<file path="src/rtl/cpa_pkg.sv">
// Shared types and constants for the class pool allocator.
// Used by cpa_ctrl, cpa_datapath and class_pool_allocator_fifo; no dependencies.
package cpa_pkg;

	// Fixed geometry set by the field widths of the beats
	localparam int NUM_CLASSES = 5;
	localparam int MAX_UNITS   = 16;
	localparam int CLASS_W     = 3;
	localparam int SLOT_W      = 4;
	localparam int UNIT_W      = 7;
	localparam int STATUS_W    = 3;
	localparam int SIZE_W      = 5;
	localparam int REG_IDX_W   = 3;

	// Operation carried on s_tuser
	typedef enum logic {
		OP_REQUEST = 1'b0,
		OP_RELEASE = 1'b1
	} op_t;

	// Result kind carried on m_tuser
	typedef enum logic [STATUS_W-1:0] {
		ST_GRANTED = 3'd0,
		ST_QUEUED  = 3'd1,
		ST_FREED   = 3'd2,
		ST_HANDED  = 3'd3,
		ST_FULL    = 3'd4
	} status_t;

	// Controller states
	typedef enum logic [1:0] {
		CS_IDLE,
		CS_EVAL,
		CS_READ
	} ctrl_state_t;

	// Controller to datapath
	typedef struct packed {
		logic load;
		logic commit;
	} ctrl_cmd_t;

	// Datapath to controller
	typedef struct packed {
		logic item_ok;
		logic need_read;
		logic out_free;
	} dp_status_t;

endpackage

</file>
<file path="src/rtl/cpa_ctrl.sv">
// Sequencing controller of the class pool allocator.
// Depends on cpa_pkg; drives the load and commit commands of cpa_datapath.
module cpa_ctrl (
	input  logic                  clk,
	input  logic                  arst_n,
	input  logic                  s_tvalid,
	output logic                  s_tready,
	input  cpa_pkg::dp_status_t   stat,
	output cpa_pkg::ctrl_cmd_t    cmd
);
	import cpa_pkg::*;

	ctrl_state_t state_q, state_d;

	// State register
	always_ff @(posedge clk or negedge arst_n) begin
		if (!arst_n) begin
			state_q <= CS_IDLE;
		end else begin
			state_q <= state_d;
		end
	end

	// Next state and commands
	always_comb begin
		state_d    = state_q;
		s_tready   = 1'b0;
		cmd.load   = 1'b0;
		cmd.commit = 1'b0;
		case (state_q)
			CS_IDLE: begin
				s_tready = 1'b1;
				if (s_tvalid) begin
					cmd.load = 1'b1;
					state_d  = CS_EVAL;
				end
			end
			CS_EVAL: begin
				if (!stat.item_ok) begin
					// drop an item for a bad class or slot
					state_d = CS_IDLE;
				end else if (stat.need_read) begin
					state_d = CS_READ;
				end else if (stat.out_free) begin
					cmd.commit = 1'b1;
					state_d    = CS_IDLE;
				end
			end
			CS_READ: begin
				// waiter tag is now in the read register
				if (stat.out_free) begin
					cmd.commit = 1'b1;
					state_d    = CS_IDLE;
				end
			end
			default: begin
				state_d = CS_IDLE;
			end
		endcase
	end

endmodule

</file>
<file path="src/rtl/cpa_datapath.sv">
// Datapath of the class pool allocator: unit-count registers, busy maps,
// per-class wait queues in one tag memory, and the result register. Depends on cpa_pkg.
module cpa_datapath #(
	parameter int QUEUE_DEPTH = 16,
	parameter int TAG_BITS    = 8,
	parameter int S_DATA_W    = 16,
	parameter int M_DATA_W    = 24
) (
	input  logic                             clk,
	input  logic                             arst_n,
	input  cpa_pkg::ctrl_cmd_t               cmd,
	output cpa_pkg::dp_status_t              stat,
	input  logic [S_DATA_W-1:0]              s_tdata,
	input  logic                             s_tuser,
	input  logic                             cfg_we,
	input  logic [cpa_pkg::REG_IDX_W-1:0]    cfg_idx,
	input  logic [cpa_pkg::SIZE_W-1:0]       cfg_wdata,
	output logic                             m_tvalid,
	input  logic                             m_tready,
	output logic [M_DATA_W-1:0]              m_tdata,
	output logic [cpa_pkg::STATUS_W-1:0]     m_tuser
);
	import cpa_pkg::*;

	localparam int MEM_DEPTH = NUM_CLASSES * QUEUE_DEPTH;
	localparam int ADDR_W    = $clog2(MEM_DEPTH);
	localparam int QPTR_W    = $clog2(QUEUE_DEPTH);
	localparam int QCNT_W    = $clog2(QUEUE_DEPTH + 1);
	localparam int CLS_W     = $clog2(NUM_CLASSES);

	// Configuration and allocation state
	logic [SIZE_W-1:0]    units_q [NUM_CLASSES];
	logic [MAX_UNITS-1:0] occ_q   [NUM_CLASSES];
	logic [QPTR_W-1:0]    head_q  [NUM_CLASSES];
	logic [QPTR_W-1:0]    tail_q  [NUM_CLASSES];
	logic [QCNT_W-1:0]    count_q [NUM_CLASSES];
	logic [TAG_BITS-1:0]  wait_mem [MEM_DEPTH];
	logic [TAG_BITS-1:0]  rd_tag_q;

	// Item under work
	op_t                 op_q;
	logic [CLASS_W-1:0]  cn_q;
	logic [TAG_BITS-1:0] tag_q;
	logic [SLOT_W-1:0]   slot_q;

	// Result register
	logic                m_valid_q;
	status_t             res_status_q;
	logic [TAG_BITS-1:0] res_tag_q;
	logic [UNIT_W-1:0]   res_unit_q;
	logic [SLOT_W-1:0]   res_slot_q;

	// Evaluation
	logic                 cls_valid;
	logic [CLS_W-1:0]     cls;
	logic [SIZE_W-1:0]    size [NUM_CLASSES];
	logic [UNIT_W-1:0]    base [NUM_CLASSES];
	logic [MAX_UNITS-1:0] free_bits;
	logic                 found;
	logic [SLOT_W-1:0]    free_idx;
	logic                 q_full;
	logic                 q_empty;
	logic                 slot_ok;
	logic [ADDR_W-1:0]    rd_addr;
	logic [ADDR_W-1:0]    wr_addr;
	logic [ADDR_W-1:0]    cls_ofs;
	logic [QPTR_W-1:0]    head_next;
	logic [QPTR_W-1:0]    tail_next;
	logic                 do_grant;
	logic                 do_queue;
	logic                 do_free;
	logic                 do_hand;

	// Clamp class sizes and form the global unit bases
	always_comb begin
		for (int c = 0; c < NUM_CLASSES; c++) begin
			size[c] = (units_q[c] > SIZE_W'(MAX_UNITS)) ? SIZE_W'(MAX_UNITS) : units_q[c];
		end
		base[0] = '0;
		for (int c = 1; c < NUM_CLASSES; c++) begin
			base[c] = base[c-1] + UNIT_W'(size[c-1]);
		end
	end

	// Decode the item and search the busy map
	always_comb begin
		cls_valid = (cn_q != '0) && (cn_q <= CLASS_W'(NUM_CLASSES));
		cls       = cls_valid ? CLS_W'(cn_q - 1'b1) : '0;
		for (int i = 0; i < MAX_UNITS; i++) begin
			free_bits[i] = !occ_q[cls][i] && (SIZE_W'(i) < size[cls]);
		end
		found    = |free_bits;
		free_idx = '0;
		for (int i = MAX_UNITS - 1; i >= 0; i--) begin
			if (free_bits[i]) begin
				free_idx = SLOT_W'(i);
			end
		end
		q_full    = (count_q[cls] == QCNT_W'(QUEUE_DEPTH));
		q_empty   = (count_q[cls] == '0);
		slot_ok   = ({1'b0, slot_q} < size[cls]);
		cls_ofs   = ADDR_W'(cls) * ADDR_W'(QUEUE_DEPTH);
		rd_addr   = cls_ofs + ADDR_W'(head_q[cls]);
		wr_addr   = cls_ofs + ADDR_W'(tail_q[cls]);
		head_next = (head_q[cls] == QPTR_W'(QUEUE_DEPTH - 1)) ? '0 : head_q[cls] + 1'b1;
		tail_next = (tail_q[cls] == QPTR_W'(QUEUE_DEPTH - 1)) ? '0 : tail_q[cls] + 1'b1;

		do_grant = cmd.commit && (op_q == OP_REQUEST) && found;
		do_queue = cmd.commit && (op_q == OP_REQUEST) && !found && !q_full;
		do_free  = cmd.commit && (op_q == OP_RELEASE) && q_empty;
		do_hand  = cmd.commit && (op_q == OP_RELEASE) && !q_empty;

		stat.item_ok   = cls_valid && ((op_q == OP_REQUEST) || slot_ok);
		stat.need_read = (op_q == OP_RELEASE) && !q_empty;
		stat.out_free  = !m_valid_q || m_tready;
	end

	// Capture the accepted beat
	always_ff @(posedge clk) begin
		if (cmd.load) begin
			op_q   <= op_t'(s_tuser);
			cn_q   <= s_tdata[CLASS_W-1:0];
			tag_q  <= s_tdata[CLASS_W +: TAG_BITS];
			slot_q <= s_tdata[CLASS_W + TAG_BITS +: SLOT_W];
		end
	end

	// Unit-count registers
	always_ff @(posedge clk or negedge arst_n) begin
		if (!arst_n) begin
			for (int c = 0; c < NUM_CLASSES; c++) begin
				units_q[c] <= '0;
			end
		end else begin
			for (int c = 0; c < NUM_CLASSES; c++) begin
				if (cfg_we && (cfg_idx == REG_IDX_W'(c))) begin
					units_q[c] <= cfg_wdata;
				end
			end
		end
	end

	// Busy maps and queue pointers
	always_ff @(posedge clk or negedge arst_n) begin
		if (!arst_n) begin
			for (int c = 0; c < NUM_CLASSES; c++) begin
				occ_q[c]   <= '0;
				head_q[c]  <= '0;
				tail_q[c]  <= '0;
				count_q[c] <= '0;
			end
		end else begin
			if (do_grant) begin
				occ_q[cls][free_idx] <= 1'b1;
			end
			if (do_queue) begin
				tail_q[cls]  <= tail_next;
				count_q[cls] <= count_q[cls] + 1'b1;
			end
			if (do_free) begin
				occ_q[cls][slot_q] <= 1'b0;
			end
			if (do_hand) begin
				occ_q[cls][slot_q] <= 1'b1;
				head_q[cls]        <= head_next;
				count_q[cls]       <= count_q[cls] - 1'b1;
			end
		end
	end

	// Wait-tag memory: one write port, one registered read port
	always_ff @(posedge clk) begin
		if (do_queue) begin
			wait_mem[wr_addr] <= tag_q;
		end
		rd_tag_q <= wait_mem[rd_addr];
	end

	// Result valid: set on commit, drop when the beat is taken
	always_ff @(posedge clk or negedge arst_n) begin
		if (!arst_n) begin
			m_valid_q <= 1'b0;
		end else if (cmd.commit) begin
			m_valid_q <= 1'b1;
		end else if (m_tready) begin
			m_valid_q <= 1'b0;
		end
	end

	// Result payload
	always_ff @(posedge clk) begin
		if (cmd.commit) begin
			if (op_q == OP_REQUEST) begin
				res_tag_q <= tag_q;
				if (found) begin
					res_status_q <= ST_GRANTED;
					res_unit_q   <= base[cls] + UNIT_W'(free_idx);
					res_slot_q   <= free_idx;
				end else begin
					res_status_q <= q_full ? ST_FULL : ST_QUEUED;
					res_unit_q   <= '0;
					res_slot_q   <= '0;
				end
			end else begin
				res_status_q <= q_empty ? ST_FREED : ST_HANDED;
				res_tag_q    <= q_empty ? '0 : rd_tag_q;
				res_unit_q   <= base[cls] + UNIT_W'(slot_q);
				res_slot_q   <= slot_q;
			end
		end
	end

	assign m_tvalid = m_valid_q;
	assign m_tuser  = res_status_q;
	assign m_tdata  = M_DATA_W'({res_slot_q, res_unit_q, res_tag_q});

endmodule

</file>
<file path="src/rtl/class_pool_allocator_fifo.sv">
// Class pool allocator with per-class FIFO wait queues: top level.
// Instantiates cpa_ctrl and cpa_datapath; depends on cpa_pkg.
//
// Five classes each own the number of units set in their register; units are
// numbered globally in class order. A request beat (s_tuser = 0) is granted
// the lowest free unit of its class, or its tag is queued, or it is refused
// when the queue is full. A release beat (s_tuser = 1) frees the unit or hands
// it to the oldest waiter. Beats with a bad class or an out-of-range slot are
// dropped with no result. One item is worked at a time, from accept through
// evaluation to the result register, with a read state between when a release
// hands its unit to a waiter, whose tag is from a registered read of the tag
// memory. A result that is not taken holds the next item in evaluation. The
// tag memory needs no clearing after reset; busy maps and queues start empty.
module class_pool_allocator_fifo #(
	parameter int QUEUE_DEPTH = 16,
	parameter int TAG_BITS    = 8,
	localparam int S_DATA_W   = ((cpa_pkg::CLASS_W + TAG_BITS + cpa_pkg::SLOT_W + 7) / 8) * 8,
	localparam int M_DATA_W   = ((TAG_BITS + cpa_pkg::UNIT_W + cpa_pkg::SLOT_W + 7) / 8) * 8
) (
	input  logic                          clk,
	input  logic                          arst_n,
	// request stream
	input  logic                          s_tvalid,
	output logic                          s_tready,
	input  logic [S_DATA_W-1:0]           s_tdata,  // class_number, requester_tag, slot_in_class
	input  logic                          s_tuser,  // op
	// result stream
	output logic                          m_tvalid,
	input  logic                          m_tready,
	output logic [M_DATA_W-1:0]           m_tdata,  // granted_tag, unit_number, slot_granted
	output logic [cpa_pkg::STATUS_W-1:0]  m_tuser,  // status
	// configuration writes
	input  logic                          cfg_we,
	input  logic [cpa_pkg::REG_IDX_W-1:0] cfg_idx,
	input  logic [cpa_pkg::SIZE_W-1:0]    cfg_wdata
);
	import cpa_pkg::*;

	ctrl_cmd_t  cmd;
	dp_status_t stat;

	// Sequencer
	cpa_ctrl u_ctrl (
		.clk      (clk),
		.arst_n   (arst_n),
		.s_tvalid (s_tvalid),
		.s_tready (s_tready),
		.stat     (stat),
		.cmd      (cmd)
	);

	// Allocation state and result register
	cpa_datapath #(
		.QUEUE_DEPTH (QUEUE_DEPTH),
		.TAG_BITS    (TAG_BITS),
		.S_DATA_W    (S_DATA_W),
		.M_DATA_W    (M_DATA_W)
	) u_datapath (
		.clk       (clk),
		.arst_n    (arst_n),
		.cmd       (cmd),
		.stat      (stat),
		.s_tdata   (s_tdata),
		.s_tuser   (s_tuser),
		.cfg_we    (cfg_we),
		.cfg_idx   (cfg_idx),
		.cfg_wdata (cfg_wdata),
		.m_tvalid  (m_tvalid),
		.m_tready  (m_tready),
		.m_tdata   (m_tdata),
		.m_tuser   (m_tuser)
	);

endmodule

</file>
<file path="config.mk">
export PLATFORM = sky130hd
export DESIGN_NAME = class_pool_allocator_fifo
export DESIGN_NICKNAME = d
export VERILOG_FILES = /design/src/rtl/cpa_pkg.sv /design/src/rtl/cpa_ctrl.sv /design/src/rtl/cpa_datapath.sv /design/src/rtl/class_pool_allocator_fifo.sv
export SDC_FILE = /design/constraint.sdc
export NUM_CORES = 1
export LEC_CHECK = 0
export BUFFER_PORTS_ARGS = -buffer_cell sky130_fd_sc_hd__buf_2
export CAP_MARGIN = 20
export CELL_PAD_IN_SITES_DETAIL_PLACEMENT = 0
export CELL_PAD_IN_SITES_GLOBAL_PLACEMENT = 1
export CORE_MARGIN = 4
export CORE_UTILIZATION = 30
export CTS_BUF_LIST = sky130_fd_sc_hd__clkbuf_8
export DETAILED_ROUTE_END_ITERATION = 10
export PLACE_DENSITY_LB_ADDON = 0.05
export REMOVE_ABC_BUFFERS = 1
export SETUP_SLACK_MARGIN = 0.05
export SLEW_MARGIN = 40
export SYNTH_ARGS = -nofsm -noshare
export SYNTH_HDL_FRONTEND = slang
export SYNTH_SLANG_ARGS = --single-unit
export TNS_END_PERCENT = 10
</file>
<file path="constraint.sdc">
create_clock -name clk -period 7.6 [get_ports clk]
set_clock_uncertainty 0.05 [all_clocks]
set_input_delay 0.38 -clock clk [delete_from_list [all_inputs] [get_ports clk]]
set_output_delay 0.38 -clock clk [all_outputs]
set_load 0.005 [all_outputs]
</file>
==> impl_results.md, run 1 <==
* Status: finished clean
* Comb pwr share at 0.307
* Crit Path Max Fanout at 11
* Final nets at about 3500
* Fill cell count at roughly 13000
* CTS max path bufs at 3
* Fraction of layout cells with a size suffix above 1 at 0.150
* Dominant cells by area after synthesis: edfxtp_1, dfrtp_1, a211oi_1, nand2_1, and2_1
* Gr usage total at 0.196
* Starting Density at 0.302
* Fin crit period at 6390 ps
* Sequential power share at 0.392
* Mean post-synth cell area at 12.1 µm²
* CTS tree: built
* WS Path Type: flip-flop to flip-flop
* Most common cell after layout, fill and taps aside: edfxtp_1
* YS warnings at 0
* CTS Root Cell: clkbuf_8
* Post-synth top flop: edfxtp_1
* IO buf count at between 50 and 60
* Peak supply drop at 0.000165 V
* First-pass GRT wire length at between 150 and 200 mm
* Post-synthesis sequential area ratio at 0.637
* Cell count after synthesis at about 3200
* Slew at the pin closest to its max-slew limit at approximately 860 ps
* Die X-Extent at around 370 µm
* H-tree depth at 4
* DP HPWL at between 80 and 90 mm
* TNS Setup at 0 ps
* Hold Violations, Final at 0
* Drt pass-1 iters at 5
* Post-synth EDFFs at between 600 and 700
* Grt total ovfl at 0
* IO Pins at 59
* Initial antenna violation count at 2
* Core area at 0.129 mm²
* Final period util at 0.841
* Pre-CTS WS at roughly 1200 ps
* Clock-pin slew on the worst setup and hold paths at approximately 60 ps
* Pwr Total at about 0.014 W
* Most frequent cells in the layout: edfxtp_1, nand2_1, a211oi_1
* DR iter-0 viols at ~1900
* Cts repair resizes at 0
* Worst skew pair latency at about 870 ps
* Largest net degree at the start of global routing at 163
* Slew margin rel. at 0.420
* Clock share of power at 0.301
* Routed WL at approximately 130 mm
* Mapped cell area at between 0.03 and 0.04 mm²
* CTS buffer count at 162
* RSZ-0062 raised after global routing: false
* Synth Register Bits at around 860
* R2r startpoint: u_datapath.cn_q[0]
* R2R setup slack at between 1000 and 1500 ps
* PwrDens at approximately 310 mW/mm²
* P_int at approximately 0.009 W
* Clock Sinks at 859
* P&R area growth vs syn at 16.1%
* Worst R2R End: u_datapath.occ_q[39]
* DR vias at 27705
* Die height at between 300 and 400 µm
* Required @ worst endpoint at between 8000 and 9000 ps
* Hold slack final at 91.9 ps
* Hold Crit Class: input pin to async pin
* Via density at between 5 and 6
* Switching Share at 0.373
* Final Max Slew Viols at 0
* Total die area at 0.136 mm²
* Final ANT Viol Nets at 0
* Setup Viol. Count Final at 0
* Pleak at about 16 nW
* Vias in the first global route at 28203
* Hold buffers post-CTS at 34
* # Post-CTS Setup Buffers at 0
* DRC violations left at 0
* Post-synth top area share at 0.522
* Synth area leader: edfxtp_1
* CP arrival at 7050 ps
* Critical Path End Type: flip-flop
* WL/cell at between 20 and 30 µm
* Netlist cell types at 105
* FP Rows at roughly 130
* Min setup slack post-route at approximately 1200 ps
* Startpoint Class: flip-flop
* R2R depth at 16
* RD Place Congestion at around 0.82
* Max_cap viols at 0
* Fmax at 157 MHz
* Async SR Flop Fraction at 0.201
* P_sw at about 0.0053 W
cells in the mapped netlist, types with 14 or more instances:
library cell    n
a211oi_1      236
a21o_1         23
a21oi_1       146
a311oi_1       81
a31oi_1       112
and2_1        167
buf_2          49
buf_4          14
clkbuf_1      159
dfrtp_1       173
edfxtp_1      678
ha_1           36
inv_1          27
mux2_2         44
mux2i_1        32
nand2_1       471
nand3_1        54
nand4_1        18
nor2_1        188
nor2b_1        28
nor3_1         52
o211ai_1       22
o21ai_0        83
o22ai_1        44
or3_1          21
xnor2_1        16
cells by family (layout without fill, tap and decap cells):
family / after synthesis / in the layout / share of synthesized area
compound gates: 898 / 898 / 0.164
xor+xnor: 27 / 27 / 0.00625
fa+ha+maj: 41 / 41 / 0.0141
buf+inv: 260 / 545 / 0.0283
flops: 859 / 859 / 0.637
mux: 77 / 77 / 0.0212
other cells: 1 / 10 / 0.0000961
simple gates: 1069 / 1069 / 0.130
critical path, cell delays in order, from the launching register on:
cell and delay [ps]:
edfxtp_1 660, inv_2 190, ha_1 670, inv_1 300
o221ai_2 480, a31oi_1 200, a311oi_4 520, inv_2 190
ha_1 240, or3_1 370, o21ai_0 670, a21oi_2 300
nor2_4 400, nand4_1 430, buf_4 350, nor2_1 100
o22ai_1 100
through the flow:
stage	std cells	instance area [µm²]	utilization
floorplan	3008	38100	-
global placement	4937	41700	0.322
detailed placement	4943	41800	0.323
CTS	5259	45100	0.349
global route	5267	45300	0.350
finish	5268	45300	0.350
routing by layer:
layer	vias to the layer above	routed length, µm	part of all wire	global-route usage
met4	0	4170	0.031	0.0669
met2	740	65200	0.48	0.327
li1	12673	-	-	-
met3	242	5840	0.043	0.0329
met1	14050	59600	0.44	0.257
met5	-	0	0	0
worst max-delay path by stage:
| stage | depth (start not counted) | from | slack, ps | endpoint |
|---|---|---|---|---|
| final | 16 | u_datapath.cn_q[0] | 1210 | u_datapath.occ_q[39] |
| after global routing | 16 | u_datapath.cn_q[0] | 830 | u_datapath.occ_q[44] |
| after CTS | 16 | u_datapath.cn_q[0] | 1180 | u_datapath.occ_q[44] |
| after detailed placement | 14 | u_datapath.cn_q[0] | 1220 | u_datapath.wait_mem[63][7] |
| after global placement | 15 | u_datapath.cn_q[0] | 1030 | u_datapath.occ_q[45] |
| after floorplan | 9 | u_datapath.cn_q[0] | -15400 | u_datapath.head_q[11] |
registers in the layout, summed over array words and instances, names as in the netlist, 2 cells and up, named ones only:
| signal | flops |
|---|---|
| u_datapath.cn_q | 3 |
| u_datapath.res_slot_q | 4 |
| u_datapath.tag_q | 8 |
| u_datapath.wait_mem | 640 |
| u_datapath.head_q | 20 |
| u_datapath.tail_q | 20 |
| u_ctrl.state_q | 2 |
| u_datapath.units_q | 25 |
| u_datapath.occ_q | 80 |
| u_datapath.rd_tag_q | 8 |
| u_datapath.count_q | 23 |
| u_datapath.slot_q | 4 |
| u_datapath.res_tag_q | 8 |
| u_datapath.m_tuser | 3 |
| u_datapath.res_unit_q | 7 |
power by group through the flow:
stage          Sequential, W  Combinational, W  Clock (W)
6_report             0.00557           0.00436    0.00427
2_1_floorplan        0.00569           0.00242          0
5_1_grt              0.00558           0.00473    0.00467
3_5_place_dp         0.00566           0.00433          0
4_1_cts              0.00557           0.00437    0.00445
3_3_place_gp         0.00567           0.00427          0
layout make-up:
type	count	area [µm²]	area share
diodes	5	12.5	0.000276
clock buffers	170	2340	0.0517
clock inverters	112	662	0.0146
inverters	32	128	0.00282
multi-input cells	2117	13300	0.293
flip-flops and latches	859	24800	0.549
well taps	1742	2180	0.0481
repair buffers	231	1870	0.0413
Power figures use the tool's default switching activity.
==> run 2, diff against run 1 <==
==> constraint.sdc (replaced) <==
create_clock -name clk -period 5.15 [get_ports clk]
set_clock_uncertainty 0.05 [all_clocks]
set_input_delay 0.2575 -clock clk [delete_from_list [all_inputs] [get_ports clk]]
set_output_delay 0.2575 -clock clk [all_outputs]
set_load 0.005 [all_outputs]
==> impl_results.md, run 2 (synthesis results as in run 1) <==
* Status: finished clean
* DR iter-0 viols at 1950
* Total die area at around 0.14 mm²
* Peak supply drop at about 0.00023 V
* Critical Path End Type: flip-flop
* Slew at the pin closest to its max-slew limit at between 800 and 900 ps
* IO Pins at 59
* CTS tree: built
* WL/cell at about 25 µm
* Required @ worst endpoint at slightly below 6000 ps
* Worst skew pair latency at approximately 860 ps
* Most frequent cells in the layout: edfxtp_1, nand2_1, buf_4
* Slowest cell on crit path: a2111o_1
* Most common cell after layout, fill and taps aside: edfxtp_1
* Gr usage total at 0.203
* Fill cell count at between 10000 and 15000
* CTS Root Cell: clkbuf_8
* Slew margin rel. at 0.427
* PwrDens at around 460 mW/mm²
* CTS buffer count at between 150 and 200
* Fin crit period at 4960 ps
* Multi-input gate area at 0.0133 mm²
* Hold Violations, Final at 0
* Clock Sinks at between 800 and 900
* Switching Share at 0.367
* Final ANT Viol Nets at 0
* Fin util at 0.368
* DP HPWL at 91.8 mm
* Starting Density at 0.302
* Area after DPL at about 0.044 mm²
* CP arrival at between 5000 and 6000 ps
* RD Place Congestion at roughly 0.86
* CP max stage delay at between 400 and 500 ps
* Hold Crit Class: input pin to flip-flop
* H-tree depth at 4
* Die X-Extent at approximately 370 µm
* Final Max Slew Viols at 0
* Clock-pin slew on the worst setup and hold paths at roughly 60 ps
* FP Rows at about 130
* P_int at around 0.014 W
* IO buf count at 52
* Comb pwr share at 0.328
* Final period util at 0.963
* Final nets at around 3700
* Via density at roughly 5.2
* Pwr Total at between 0.02 and 0.025 W
* Sequential power share at 0.370
* Grt total ovfl at 0
* Clock share of power at 0.302
* Layout Cells excl Fill at between 5000 and 6000
* Fraction of layout cells with a size suffix above 1 at 0.202
* TNS Setup at 0 ps
* RSZ-0062 raised after global routing: false
* Drt pass-1 iters at 5
* Final non-filler cell area at between 0.04 and 0.05 mm²
* P&R area growth vs syn at 21.9%
* Vias in the first global route at a little under 30000
* WS Path Type: flip-flop to flip-flop
* Initial antenna violation count at 1
* Largest net degree at the start of global routing at 87
* DP Cell Count at between 5000 and 6000
* Crit Path Max Fanout at 11
* Worst-path cell chain: inv_1, ha_2, and2b_1, a211oi_4, mux2_1, a211o_4, buf_4, nor4_2, a21oi_2, a31oi_4, ha_1, and2_1, and3_1, a311o_1, a2111o_1, o211ai_1
* Core area at about 0.13 mm²
* Startpoint Class: flip-flop
* P_sw at slightly above 0.008 W
* Setup Viol. Count Final at 0
* Number of flip-flops in the largest register at between 600 and 700
* Die height at around 370 µm
* Top reg by flops: u_datapath.wait_mem
* Max_cap viols at 0
* CTS max path bufs at 3
* Routed WL at 139 mm
* Pleak at about 17 nW
* Register Area at 0.0248 mm²
* Leading registers by flop count: u_datapath.wait_mem x640, u_datapath.occ_q x80, u_datapath.units_q x25
* First-pass GRT wire length at just over 200 mm
* DR vias at approximately 29000
* Fmax at 202 MHz
* DRC violations left at 0
run 2: changes by cell type in the layout (fill, tap and decap cells not counted), sizes merged:
cell	change
dlygate4sd3	+21
clkinv	+10
buf	+212
clkbuf	+2
bufinv	+6
inv	-10
diode	-4
clkinvlp	+1
run 2: repair_timing:
| item | CTS | global route |
|---|---|---|
| pin swaps | 0 | 5 |
| endpoints found under the hold margin | 124 | 0 |
| hold buffers | 56 | 0 |
| resized for setup | 4 | 36 |
| setup endpoints to repair | 12 | 594 |
| setup buffers | 0 | 9 |
run 2: per-stage QoR:
stage	worst slack, ps	hold WS (ps)
after detailed placement	-26.2	323
after CTS	-44.1	3.09
after floorplan	-17850	-88.1
final	189	99.7
after global routing	6.79	23.2
after global placement	14.1	307
run 2: layout make-up:
type,count,area share
tap,1742,0.0458
clock buffer,172,0.0498
multi-input combinational,2117,0.280
antenna,1,0.0000526
inverter,32,0.00274
sequential,859,0.522
clock inverter,119,0.0173
timing repair buffer,464,0.0815
run 2: worst max-delay path: cells and delay by family (launching register included):
family / cells / cell delay [ps]
DFF: 1 / 390
and+or+nand+nor: 4 / 1010
AOI/OAI and AO/OA: 7 / 2080
buffers and inverters: 2 / 350
adders and majority gates: 2 / 530
muxes: 1 / 380
run 2: power by group through the flow:
stage          Sequential, W  Combinational (W)  Clock, W
6_report             0.00817            0.00724   0.00666
3_5_place_dp         0.00830            0.00707         0
3_3_place_gp         0.00830            0.00703         0
2_1_floorplan        0.00839            0.00335         0
4_1_cts              0.00816            0.00716   0.00691
5_1_grt              0.00819            0.00782   0.00725
run 2: path summary, 6_finish.rpt:
| path | to | from | cells after the start | slack (ps) |
|---|---|---|---|---|
| worst max-delay path | u_datapath.res_unit_q[3] | u_datapath.cn_q[1] | 16 | 190 |
| worst min-delay path | u_datapath.tag_q[7] | s_tdata[10] | 2 | 100 |
| worst max register to register | u_datapath.res_unit_q[3] | u_datapath.cn_q[1] | 16 | 190 |
| worst min register to register | u_datapath.head_q[17] | u_datapath.head_q[17] | 2 | 420 |
| max in group asynchronous | u_datapath.units_q[8] | arst_n | 4 | 3600 |
| min in group asynchronous | u_datapath.occ_q[37] | arst_n | 3 | 420 |
run 2: layer usage:
metal / vias to the layer above / track usage / part of all wire
met5: - / 0 / 0
met1: 14664 / 0.265 / 0.44
met3: 233 / 0.0347 / 0.045
met4: 0 / 0.0593 / 0.028
li1: 13118 / - / -
met2: 800 / 0.346 / 0.49
